--- src/design/cvd_pkg.sv ---
package cvd_pkg;

    localparam int unsigned BASE_YEAR    = 1970;
    localparam int unsigned MONTHS       = 12;
    localparam int unsigned YEAR_TAB_LEN = 256;

    // x / 60 == (x * RECIP_60) >> SHIFT_60 for every 32-bit x
    localparam logic [31:0] RECIP_60 = 32'h8888_8889;
    localparam int unsigned SHIFT_60 = 37;
    // x / 3 == (x * RECIP_3) >> SHIFT_3 for every 32-bit x
    localparam logic [31:0] RECIP_3  = 32'hAAAA_AAAB;
    localparam int unsigned SHIFT_3  = 33;
    // Year estimate: days * 2^24 / 365.25, off by at most one year
    localparam logic [15:0] RECIP_YEAR = 16'd45934;
    localparam int unsigned SHIFT_YEAR = 24;

    typedef logic [15:0] t_day_count;
    typedef logic [8:0]  t_day_of_year;
    typedef logic [7:0]  t_year_idx;
    typedef logic [3:0]  t_month_idx;

    localparam t_month_idx MONTH_MAR = 4'd2;

    typedef struct packed {
        logic [4:0] hour;
        logic [5:0] minute;
        logic [5:0] second;
    } t_hms;

    typedef struct packed {
        t_day_count days;
        t_hms       hms;
    } t_split;

    typedef struct packed {
        logic [11:0] year;
        logic [3:0]  month;
        logic [4:0]  day;
        t_hms        hms;
    } t_civil;

    typedef t_day_count   t_year_tab  [YEAR_TAB_LEN];
    typedef t_day_of_year t_month_tab [MONTHS];

    localparam int unsigned MONTH_LEN [MONTHS] = '{
        31, 28, 31, 30, 31, 30, 31, 31, 30, 31, 30, 31
    };

    function automatic bit is_leap(int unsigned y);
        return ((y % 4 == 0) && (y % 100 != 0)) || (y % 400 == 0);
    endfunction

    // Day number of January 1st of each year, counted from the base year
    function automatic t_year_tab build_year_start();
        t_year_tab   tab;
        int unsigned acc;
        acc = 0;
        for (int unsigned i = 0; i < YEAR_TAB_LEN; i++) begin
            tab[i] = t_day_count'(acc);
            acc    = acc + (is_leap(BASE_YEAR + i) ? 366 : 365);
        end
        return tab;
    endfunction

    function automatic logic [YEAR_TAB_LEN-1:0] build_leap_tab();
        logic [YEAR_TAB_LEN-1:0] tab;
        for (int unsigned i = 0; i < YEAR_TAB_LEN; i++) begin
            tab[i] = is_leap(BASE_YEAR + i);
        end
        return tab;
    endfunction

    // Day of year on which each month starts in a common year
    function automatic t_month_tab build_month_start();
        t_month_tab  tab;
        int unsigned acc;
        acc = 0;
        for (int unsigned m = 0; m < MONTHS; m++) begin
            tab[m] = t_day_of_year'(acc);
            acc    = acc + MONTH_LEN[m];
        end
        return tab;
    endfunction

    localparam t_year_tab               YEAR_START  = build_year_start();
    localparam logic [YEAR_TAB_LEN-1:0] LEAP_TAB    = build_leap_tab();
    localparam t_month_tab              MONTH_START = build_month_start();

    function automatic t_day_of_year month_start(t_month_idx m, logic leap);
        t_day_of_year base;
        base = MONTH_START[m];
        if (leap && m >= MONTH_MAR) begin
            base = base + 9'd1;
        end
        return base;
    endfunction

endpackage

--- src/design/cvd_ifs.sv ---
interface cvd_req_if;
    logic        valid;
    logic        ready;
    logic [31:0] epoch_seconds;

    modport source (output valid, output epoch_seconds, input ready);
    modport sink   (input valid, input epoch_seconds, output ready);
endinterface

interface cvd_res_if;
    logic        valid;
    logic        ready;
    logic [11:0] year_out;
    logic [3:0]  month_out;
    logic [4:0]  day_out;
    logic [4:0]  hour_out;
    logic [5:0]  minute_out;
    logic [5:0]  second_out;

    modport source (output valid, output year_out, output month_out, output day_out,
                    output hour_out, output minute_out, output second_out, input ready);
    modport sink   (input valid, input year_out, input month_out, input day_out,
                    input hour_out, input minute_out, input second_out, output ready);
endinterface

--- src/design/cvd_time_split.sv ---
module cvd_time_split (
    input  logic             i_clk,
    input  logic             i_rst_n,
    input  logic             i_valid,
    output logic             o_ready,
    input  logic [31:0]      i_epoch,
    output logic             o_valid,
    input  logic             i_ready,
    output cvd_pkg::t_split  o_split
);
    import cvd_pkg::*;

    localparam int unsigned STAGES = 6;

    logic [STAGES:1] r_vld;
    logic [STAGES:1] vld_in;
    logic [STAGES:1] stage_en;

    // Stage 1: seconds times reciprocal of 60
    logic [31:0] r_t1;
    logic [63:0] r_p1;
    // Stage 2: total minutes, second
    logic [26:0] r_q1_2;
    logic [5:0]  r_sec2;
    // Stage 3: minutes times reciprocal of 60
    logic [26:0] r_q1_3;
    logic [63:0] r_p2;
    logic [5:0]  r_sec3;
    // Stage 4: total hours, minute
    logic [20:0] r_q2_4;
    logic [5:0]  r_min4;
    logic [5:0]  r_sec4;
    // Stage 5: hours / 8 times reciprocal of 3
    logic [20:0] r_q2_5;
    logic [63:0] r_p3;
    logic [5:0]  r_min5;
    logic [5:0]  r_sec5;
    // Stage 6: days, hour
    t_split      r_out6;

    logic [26:0] n_q1;
    logic [5:0]  n_sec;
    logic [20:0] n_q2;
    logic [5:0]  n_min;
    t_day_count  n_days;
    logic [4:0]  n_hour;

    // A stage advances when it is empty or its successor advances
    always_comb begin
        stage_en[STAGES] = !r_vld[STAGES] || i_ready;
        for (int k = STAGES - 1; k >= 1; k--) begin
            stage_en[k] = !r_vld[k] || stage_en[k+1];
        end
    end

    // Valid bit offered to each stage by the one in front of it
    assign vld_in = {r_vld[STAGES-1:1], i_valid};

    always_ff @(posedge i_clk) begin
        if (!i_rst_n) begin
            r_vld <= '0;
        end else begin
            for (int k = 1; k <= STAGES; k++) begin
                if (stage_en[k]) begin
                    r_vld[k] <= vld_in[k];
                end
            end
        end
    end

    always_comb begin
        n_q1   = r_p1[SHIFT_60 +: 27];
        n_sec  = 6'(r_t1 - 32'(n_q1) * 32'd60);
        n_q2   = r_p2[SHIFT_60 +: 21];
        n_min  = 6'(r_q1_3 - 27'(n_q2) * 27'd60);
        n_days = r_p3[SHIFT_3 +: 16];
        n_hour = 5'(r_q2_5 - 21'(n_days) * 21'd24);
    end

    always_ff @(posedge i_clk) begin
        if (stage_en[1]) begin
            r_t1 <= i_epoch;
            r_p1 <= 64'(i_epoch) * 64'(RECIP_60);
        end
        if (stage_en[2]) begin
            r_q1_2 <= n_q1;
            r_sec2 <= n_sec;
        end
        if (stage_en[3]) begin
            r_q1_3 <= r_q1_2;
            r_p2   <= 64'(r_q1_2) * 64'(RECIP_60);
            r_sec3 <= r_sec2;
        end
        if (stage_en[4]) begin
            r_q2_4 <= n_q2;
            r_min4 <= n_min;
            r_sec4 <= r_sec3;
        end
        if (stage_en[5]) begin
            r_q2_5 <= r_q2_4;
            r_p3   <= 64'(r_q2_4[20:3]) * 64'(RECIP_3);
            r_min5 <= r_min4;
            r_sec5 <= r_sec4;
        end
        if (stage_en[6]) begin
            r_out6.days       <= n_days;
            r_out6.hms.hour   <= n_hour;
            r_out6.hms.minute <= r_min5;
            r_out6.hms.second <= r_sec5;
        end
    end

    assign o_ready = stage_en[1];
    assign o_valid = r_vld[STAGES];
    assign o_split = r_out6;

endmodule

--- src/design/cvd_date_find.sv ---
module cvd_date_find (
    input  logic             i_clk,
    input  logic             i_rst_n,
    input  logic             i_valid,
    output logic             o_ready,
    input  cvd_pkg::t_split  i_split,
    output logic             o_valid,
    input  logic             i_ready,
    output cvd_pkg::t_civil  o_civil
);
    import cvd_pkg::*;

    localparam int unsigned STAGES = 5;

    logic [STAGES:1] r_vld;
    logic [STAGES:1] vld_in;
    logic [STAGES:1] stage_en;

    // Stage 1: day count times reciprocal of a mean year
    t_day_count   r_days1;
    logic [31:0]  r_p1;
    t_hms         r_hms1;
    // Stage 2: year starts around the estimate
    t_day_count   r_days2;
    t_year_idx    r_est2;
    t_day_count   r_lo2;
    t_day_count   r_mid2;
    t_day_count   r_hi2;
    logic [2:0]   r_leap2;
    t_hms         r_hms2;
    // Stage 3: year and day of year
    t_year_idx    r_yidx3;
    t_day_of_year r_doy3;
    logic         r_leap3;
    t_hms         r_hms3;
    // Stage 4: month
    logic [11:0]  r_year4;
    t_month_idx   r_mon4;
    t_day_of_year r_doy4;
    logic         r_leap4;
    t_hms         r_hms4;
    // Stage 5: result
    t_civil       r_out5;

    t_year_idx    est;
    t_year_idx    est_dn;
    t_year_idx    est_up;
    t_year_idx    n_yidx;
    t_day_of_year n_doy;
    logic         n_leap;
    t_month_idx   n_mon;
    t_day_of_year n_mday;

    always_comb begin
        stage_en[STAGES] = !r_vld[STAGES] || i_ready;
        for (int k = STAGES - 1; k >= 1; k--) begin
            stage_en[k] = !r_vld[k] || stage_en[k+1];
        end
    end

    // Valid bit offered to each stage by the one in front of it
    assign vld_in = {r_vld[STAGES-1:1], i_valid};

    always_ff @(posedge i_clk) begin
        if (!i_rst_n) begin
            r_vld <= '0;
        end else begin
            for (int k = 1; k <= STAGES; k++) begin
                if (stage_en[k]) begin
                    r_vld[k] <= vld_in[k];
                end
            end
        end
    end

    always_comb begin
        est    = r_p1[SHIFT_YEAR +: 8];
        est_dn = est - 8'd1;
        est_up = est + 8'd1;
    end

    // The true year lies within one of the estimate; take the highest start not past the day
    always_comb begin
        priority if (r_days2 >= r_hi2) begin
            n_yidx = r_est2 + 8'd1;
            n_doy  = 9'(r_days2 - r_hi2);
            n_leap = r_leap2[2];
        end else if (r_days2 >= r_mid2) begin
            n_yidx = r_est2;
            n_doy  = 9'(r_days2 - r_mid2);
            n_leap = r_leap2[1];
        end else begin
            n_yidx = r_est2 - 8'd1;
            n_doy  = 9'(r_days2 - r_lo2);
            n_leap = r_leap2[0];
        end
    end

    // Count the month starts already reached
    always_comb begin
        n_mon = '0;
        for (int k = 1; k < MONTHS; k++) begin
            if (r_doy3 >= month_start(t_month_idx'(k), r_leap3)) begin
                n_mon = n_mon + 4'd1;
            end
        end
    end

    assign n_mday = r_doy4 - month_start(r_mon4, r_leap4) + 9'd1;

    always_ff @(posedge i_clk) begin
        if (stage_en[1]) begin
            r_days1 <= i_split.days;
            r_p1    <= 32'(i_split.days) * 32'(RECIP_YEAR);
            r_hms1  <= i_split.hms;
        end
        if (stage_en[2]) begin
            r_days2 <= r_days1;
            r_est2  <= est;
            r_lo2   <= YEAR_START[est_dn];
            r_mid2  <= YEAR_START[est];
            r_hi2   <= YEAR_START[est_up];
            r_leap2 <= {LEAP_TAB[est_up], LEAP_TAB[est], LEAP_TAB[est_dn]};
            r_hms2  <= r_hms1;
        end
        if (stage_en[3]) begin
            r_yidx3 <= n_yidx;
            r_doy3  <= n_doy;
            r_leap3 <= n_leap;
            r_hms3  <= r_hms2;
        end
        if (stage_en[4]) begin
            r_year4 <= 12'(BASE_YEAR) + 12'(r_yidx3);
            r_mon4  <= n_mon;
            r_doy4  <= r_doy3;
            r_leap4 <= r_leap3;
            r_hms4  <= r_hms3;
        end
        if (stage_en[5]) begin
            r_out5.year  <= r_year4;
            r_out5.month <= r_mon4 + 4'd1;
            r_out5.day   <= n_mday[4:0];
            r_out5.hms   <= r_hms4;
        end
    end

    assign o_ready = stage_en[1];
    assign o_valid = r_vld[STAGES];
    assign o_civil = r_out5;

endmodule

--- src/design/epoch_seconds_to_civil_date_unit.sv ---
// Throughput: one request per cycle while the output is not stalled; eleven register
// stages, each with its own valid bit. A stage moves whenever it is empty or the stage
// after it moves, so bubbles close up and a stalled output holds every stage behind it
// without loss. Reset (synchronous, active low) clears only the valid bits, not the data.
module epoch_seconds_to_civil_date_unit (
    input  logic             i_clk,
    input  logic             i_rst_n,
    cvd_req_if.sink          i_req,
    cvd_res_if.source        o_res
);
    import cvd_pkg::*;

    // Hand-off between the time-of-day split and the calendar search
    logic   split_valid;
    logic   split_ready;
    t_split split_data;
    logic   civil_valid;
    t_civil civil_data;

    // Stages 1-6: divide the seconds by 60, 60 and 24 with reciprocal multiplies,
    // each product registered before its quotient is sliced out and the remainder
    // recovered by a constant multiply and subtract.
    cvd_time_split u_time_split (
        .i_clk   (i_clk),
        .i_rst_n (i_rst_n),
        .i_valid (i_req.valid),
        .o_ready (i_req.ready),
        .i_epoch (i_req.epoch_seconds),
        .o_valid (split_valid),
        .i_ready (split_ready),
        .o_split (split_data)
    );

    // Stages 7-11: estimate the year from the day count, settle it against the constant
    // table of year starts, then find the month by comparing the day of year with the
    // eleven month starts after January (shifted one day from March in leap years).
    cvd_date_find u_date_find (
        .i_clk   (i_clk),
        .i_rst_n (i_rst_n),
        .i_valid (split_valid),
        .o_ready (split_ready),
        .i_split (split_data),
        .o_valid (civil_valid),
        .i_ready (o_res.ready),
        .o_civil (civil_data)
    );

    // The last stage is the output register
    assign o_res.valid      = civil_valid;
    assign o_res.year_out   = civil_data.year;
    assign o_res.month_out  = civil_data.month;
    assign o_res.day_out    = civil_data.day;
    assign o_res.hour_out   = civil_data.hms.hour;
    assign o_res.minute_out = civil_data.hms.minute;
    assign o_res.second_out = civil_data.hms.second;

endmodule

--- src/flat_wrapper.sv ---
// flat-port wrapper written by rule: the top's interface ports become plain ports
module epoch_seconds_to_civil_date_unit_flat import cvd_pkg::*;
  (i_clk, i_rst_n, i_req_valid, i_req_epoch_seconds, i_req_ready, o_res_valid, o_res_year_out, o_res_month_out, o_res_day_out, o_res_hour_out, o_res_minute_out, o_res_second_out, o_res_ready);
  cvd_req_if i_req_i ();
  cvd_res_if o_res_i ();
  input  logic i_clk;
  input  logic i_rst_n;
  input wire logic [$bits(i_req_i.valid)-1:0] i_req_valid;
  input wire logic [$bits(i_req_i.epoch_seconds)-1:0] i_req_epoch_seconds;
  output wire logic [$bits(i_req_i.ready)-1:0] i_req_ready;
  output wire logic [$bits(o_res_i.valid)-1:0] o_res_valid;
  output wire logic [$bits(o_res_i.year_out)-1:0] o_res_year_out;
  output wire logic [$bits(o_res_i.month_out)-1:0] o_res_month_out;
  output wire logic [$bits(o_res_i.day_out)-1:0] o_res_day_out;
  output wire logic [$bits(o_res_i.hour_out)-1:0] o_res_hour_out;
  output wire logic [$bits(o_res_i.minute_out)-1:0] o_res_minute_out;
  output wire logic [$bits(o_res_i.second_out)-1:0] o_res_second_out;
  input wire logic [$bits(o_res_i.ready)-1:0] o_res_ready;
  assign i_req_i.valid = i_req_valid;
  assign i_req_i.epoch_seconds = i_req_epoch_seconds;
  assign i_req_ready = i_req_i.ready;
  assign o_res_valid = o_res_i.valid;
  assign o_res_year_out = o_res_i.year_out;
  assign o_res_month_out = o_res_i.month_out;
  assign o_res_day_out = o_res_i.day_out;
  assign o_res_hour_out = o_res_i.hour_out;
  assign o_res_minute_out = o_res_i.minute_out;
  assign o_res_second_out = o_res_i.second_out;
  assign o_res_i.ready = o_res_ready;
  epoch_seconds_to_civil_date_unit u_core (.i_clk(i_clk), .i_rst_n(i_rst_n), .i_req(i_req_i), .o_res(o_res_i));
endmodule
--- config.mk ---
export PLATFORM = sky130hd
export DESIGN_NAME = epoch_seconds_to_civil_date_unit_flat
export DESIGN_NICKNAME = d
export VERILOG_FILES = /design/src/design/cvd_pkg.sv /design/src/design/cvd_ifs.sv /design/src/design/cvd_time_split.sv /design/src/design/cvd_date_find.sv /design/src/design/epoch_seconds_to_civil_date_unit.sv /design/src/flat_wrapper.sv
export SDC_FILE = /design/constraint.sdc
export NUM_CORES = 2
export LEC_CHECK = 0
export BUFFER_PORTS_ARGS = -buffer_cell sky130_fd_sc_hd__buf_2
export CAP_MARGIN = 25
export CORE_MARGIN = 4
export CORE_UTILIZATION = 40
export CTS_CLUSTER_SIZE = 30
export DETAILED_ROUTE_END_ITERATION = 8
export MAX_ROUTING_LAYER = met4
export PLACE_DENSITY = 0.59
export SETUP_SLACK_MARGIN = 0.2
export SLEW_MARGIN = 5
export SYNTH_ARGS = -nofsm -noshare
export SYNTH_HDL_FRONTEND = slang
export SYNTH_SLANG_ARGS = --single-unit
--- constraint.sdc ---
create_clock -name i_clk -period 9 [get_ports i_clk]
set_clock_uncertainty 0.05 [all_clocks]
set_input_delay 0.9 -clock i_clk [delete_from_list [all_inputs] [get_ports i_clk]]
set_output_delay 0.9 -clock i_clk [all_outputs]
set_load 0.005 [all_outputs]
==> impl_metrics.env <==
export IMPL_outcome="completed"
export IMPL_synth_ff_type="edfxtp_1"
export IMPL_reg2reg_depth=28
export IMPL_drc=0
export IMPL_path_class="flop to flop"
export IMPL_crit_slowest_cell="a221oi_1"
export IMPL_cts_resized=0
export IMPL_critical_path_max_fanout=9
export IMPL_portBuffers=75
export IMPL_hp_class="flop to flop"
export IMPL_clk_pin_slew_ns=0.06
export IMPL_vias=40400
export IMPL_final_common_cell="inv_1"
export IMPL_clock_latency_ns=0.65
export IMPL_mostFrequentLayoutCells="944 x inv_1, 833 x ha_1, 467 x fa_1"
export IMPL_final_nets=6789
export IMPL_finalSetupViolCount=0
export IMPL_report_final_slew_viol_count=0
export IMPL_synth_seq_cells=447
export IMPL_dpl_hpwl_um=113000
export IMPL_synth_area_top_cells="edfxtp_1 25%, ha_1 20%, fa_1 18%"
export IMPL_grt_setup_unrepaired="false"
export IMPL_initial_core_util_pct=40.2
export IMPL_grt_start_max_net_pins=94
export IMPL_post_route_cell_area_um2=56900
export IMPL_hold_slack_ns=0.350
export IMPL_ios=76
export IMPL_tightestPinTransition_ns=1.10
export IMPL_grt_first_pass_wirelength_um=231000
export IMPL_cts_sinks=447
export IMPL_grt_usage_pct=21.7
export IMPL_tritoncts="done"
export IMPL_die_x_um=371
export IMPL_ys_seq_area_share_pct=25.2
export IMPL_post_route_min_period_ns=7.35
export IMPL_wl_per_cell_um=20.1
export IMPL_rows=133
export IMPL_antenna_found_initial=10
export IMPL_post_cts_buffers=0
export IMPL_critical_path_arrival_ns=7.71
export IMPL_cts_made_buffers=51
export IMPL_core_um2=131000
export IMPL_area_growth_pct=7.74
export IMPL_die_h_um=371
export IMPL_synth_area_um2=52800
export IMPL_cts_max_level=2
export IMPL_syn_avg_cell_area_um2=9.63
export IMPL_first_global_vias=40600
export IMPL_crit_family="adder cells"
export IMPL_critPathCaptureType="flop"
export IMPL_drt_iter0_markers=3771
export IMPL_wirelength_um=146000
export IMPL_clockRootBuffer="clkbuf_16"
export IMPL_fmax_mhz=136
export IMPL_synthArstFlopShare_pct=0
export IMPL_required_ns=9.36
export IMPL_yosysWarnings=0
export IMPL_ant_nets=0
export IMPL_holdPathStages=0
export IMPL_crit_path_frequent_cell="ha_1"
export IMPL_post_route_period_util_pct=81.6
export IMPL_cp_depth=28
export IMPL_clk_path_buf_depth=3
export IMPL_synthDistinctLibCells=91
export IMPL_synth_nets=6827
export IMPL_synth_top_area_share_pct=24.8
export IMPL_worst_path_largest_cell_delay_ns=0.59
export IMPL_grt_ovfl_total=0
export IMPL_critPathBufInv=1
export IMPL_fillers=12800
export IMPL_maxCapViolations=0
export IMPL_die_area_um2=138000
export IMPL_drt_pass1_iter_count=7
export IMPL_tns_ns=0
export IMPL_start_kind="flop"
export IMPL_syn_inst=5486
export IMPL_drive_above_1_share_pct=5.38
export IMPL_gpl_final_weighted_congestion=0.929
export IMPL_hold_viol_final=0
export IMPL_yosysTopAreaCell="edfxtp_1"
export IMPL_synth_edf_count=436
export IMPL_dpl_cell_area_um2=55200
export IMPL_cts_hold_buffers_added=0
export IMPL_viasPerCell=5.58
export IMPL_max_slew_margin_pct=26.4
## flip-flops by register name, summed over array words and instances (netlist names), 8 cells and up
signal	flops
u_core.u_date_find.r_hms3	17
u_core.u_date_find.r_days1	16
u_core.u_time_split.r_p2	21
u_core.u_date_find.r_est2	8
u_core.u_date_find.r_p1	8
u_core.u_time_split.r_q2_4	21
u_core.u_date_find.r_hi2	16
u_core.u_date_find.r_hms4	17
u_core.u_time_split.r_q1_2	27
u_core.u_time_split.o_split	33
u_core.u_time_split.r_p3	16
u_core.u_date_find.r_lo2	9
u_core.u_date_find.r_yidx3	8
u_core.u_date_find.r_days2	16
u_core.u_date_find.r_year4	12
u_core.u_date_find.r_mid2	16
u_core.u_date_find.r_hms2	17
u_core.u_date_find.r_doy3	9
u_core.u_date_find.r_hms1	17
u_core.u_time_split.r_p1	27
u_core.u_date_find.o_civil	38
## cell families after synthesis
logic type | synth area share, %
compound gates | 15.5
fa+ha+maj | 37.5
mux | 1.30
flops | 25.2
xor+xnor | 2.92
buf+inv | 8.46
simple gates | 9.06
## metrics by stage
step	utilization, %	setup slack [ns]	cells
2_1_floorplan	-	2.24	5486
3_3_place_gp	42.0	1.41	7146
3_5_place_dp	42.0	1.36	7148
4_1_cts	43.3	1.68	7240
5_1_grt	43.4	1.17	7245
6_report	43.4	1.65	7245
## cell usage after synthesis, drive strengths merged, types with 88 or more instances
master	n
inv	949
a21oi	365
xnor2	106
ha	838
o21ai	278
a21o	90
fa	467
nand3	88
clkbuf	179
nand2	329
nor2	347
edfxtp	436
## metal layers
metal | up-vias | part of all wire, % | track usage [%]
li1 | 19100 | - | -
met1 | 19600 | 45 | 30.2
met2 | 1548 | 45 | 33.9
met3 | 278 | 6.7 | 2.54
met4 | 0 | 2.8 | 5.75
met5 | - | 0 | -
## cell type report
| cell class | instances | area (um2) | share of cell area, % |
|---|---|---|---|
| Sequential cell | 447 | 13300 | 23.4 |
| Tap cell | 1755 | 2200 | 3.86 |
| Antenna cell | 3 | 7.51 | 0.0132 |
| Multi-Input combinational cell | 3851 | 35200 | 61.9 |
| Clock buffer | 64 | 1350 | 2.36 |
| Clock inverter | 28 | 374 | 0.657 |
| Inverter | 953 | 3580 | 6.28 |
| Timing Repair Buffer | 144 | 905 | 1.59 |
## worst register-to-register path: cells and delay by family (launching register included)
family / cells / cell delay (ns)
compound gates: 9 / 2.08
xor+xnor: 3 / 0.45
fa+ha+maj: 7 / 2.23
buf+inv: 1 / 0.16
flops: 1 / 0.45
mux: 2 / 0.56
simple gates: 6 / 1.12
## final timing paths
| path | start | end | slack (ns) |
|---|---|---|---|
| worst max-delay path | u_core.u_date_find.r_leap3$_DFFE_PP_ | u_core.u_date_find.r_mon4[1]$_DFFE_PP_ | 1.65 |
| worst min-delay path | u_core.u_date_find.r_hms3[10]$_DFFE_PP_ | u_core.u_date_find.r_hms4[10]$_DFFE_PP_ | 0.35 |
| worst max register to register | u_core.u_date_find.r_leap3$_DFFE_PP_ | u_core.u_date_find.r_mon4[1]$_DFFE_PP_ | 1.65 |
| worst min register to register | u_core.u_date_find.r_hms3[10]$_DFFE_PP_ | u_core.u_date_find.r_hms4[10]$_DFFE_PP_ | 0.35 |
Power is not shown: default switching activity piles up to over one toggle a cycle in this logic, so the estimate is an artifact.
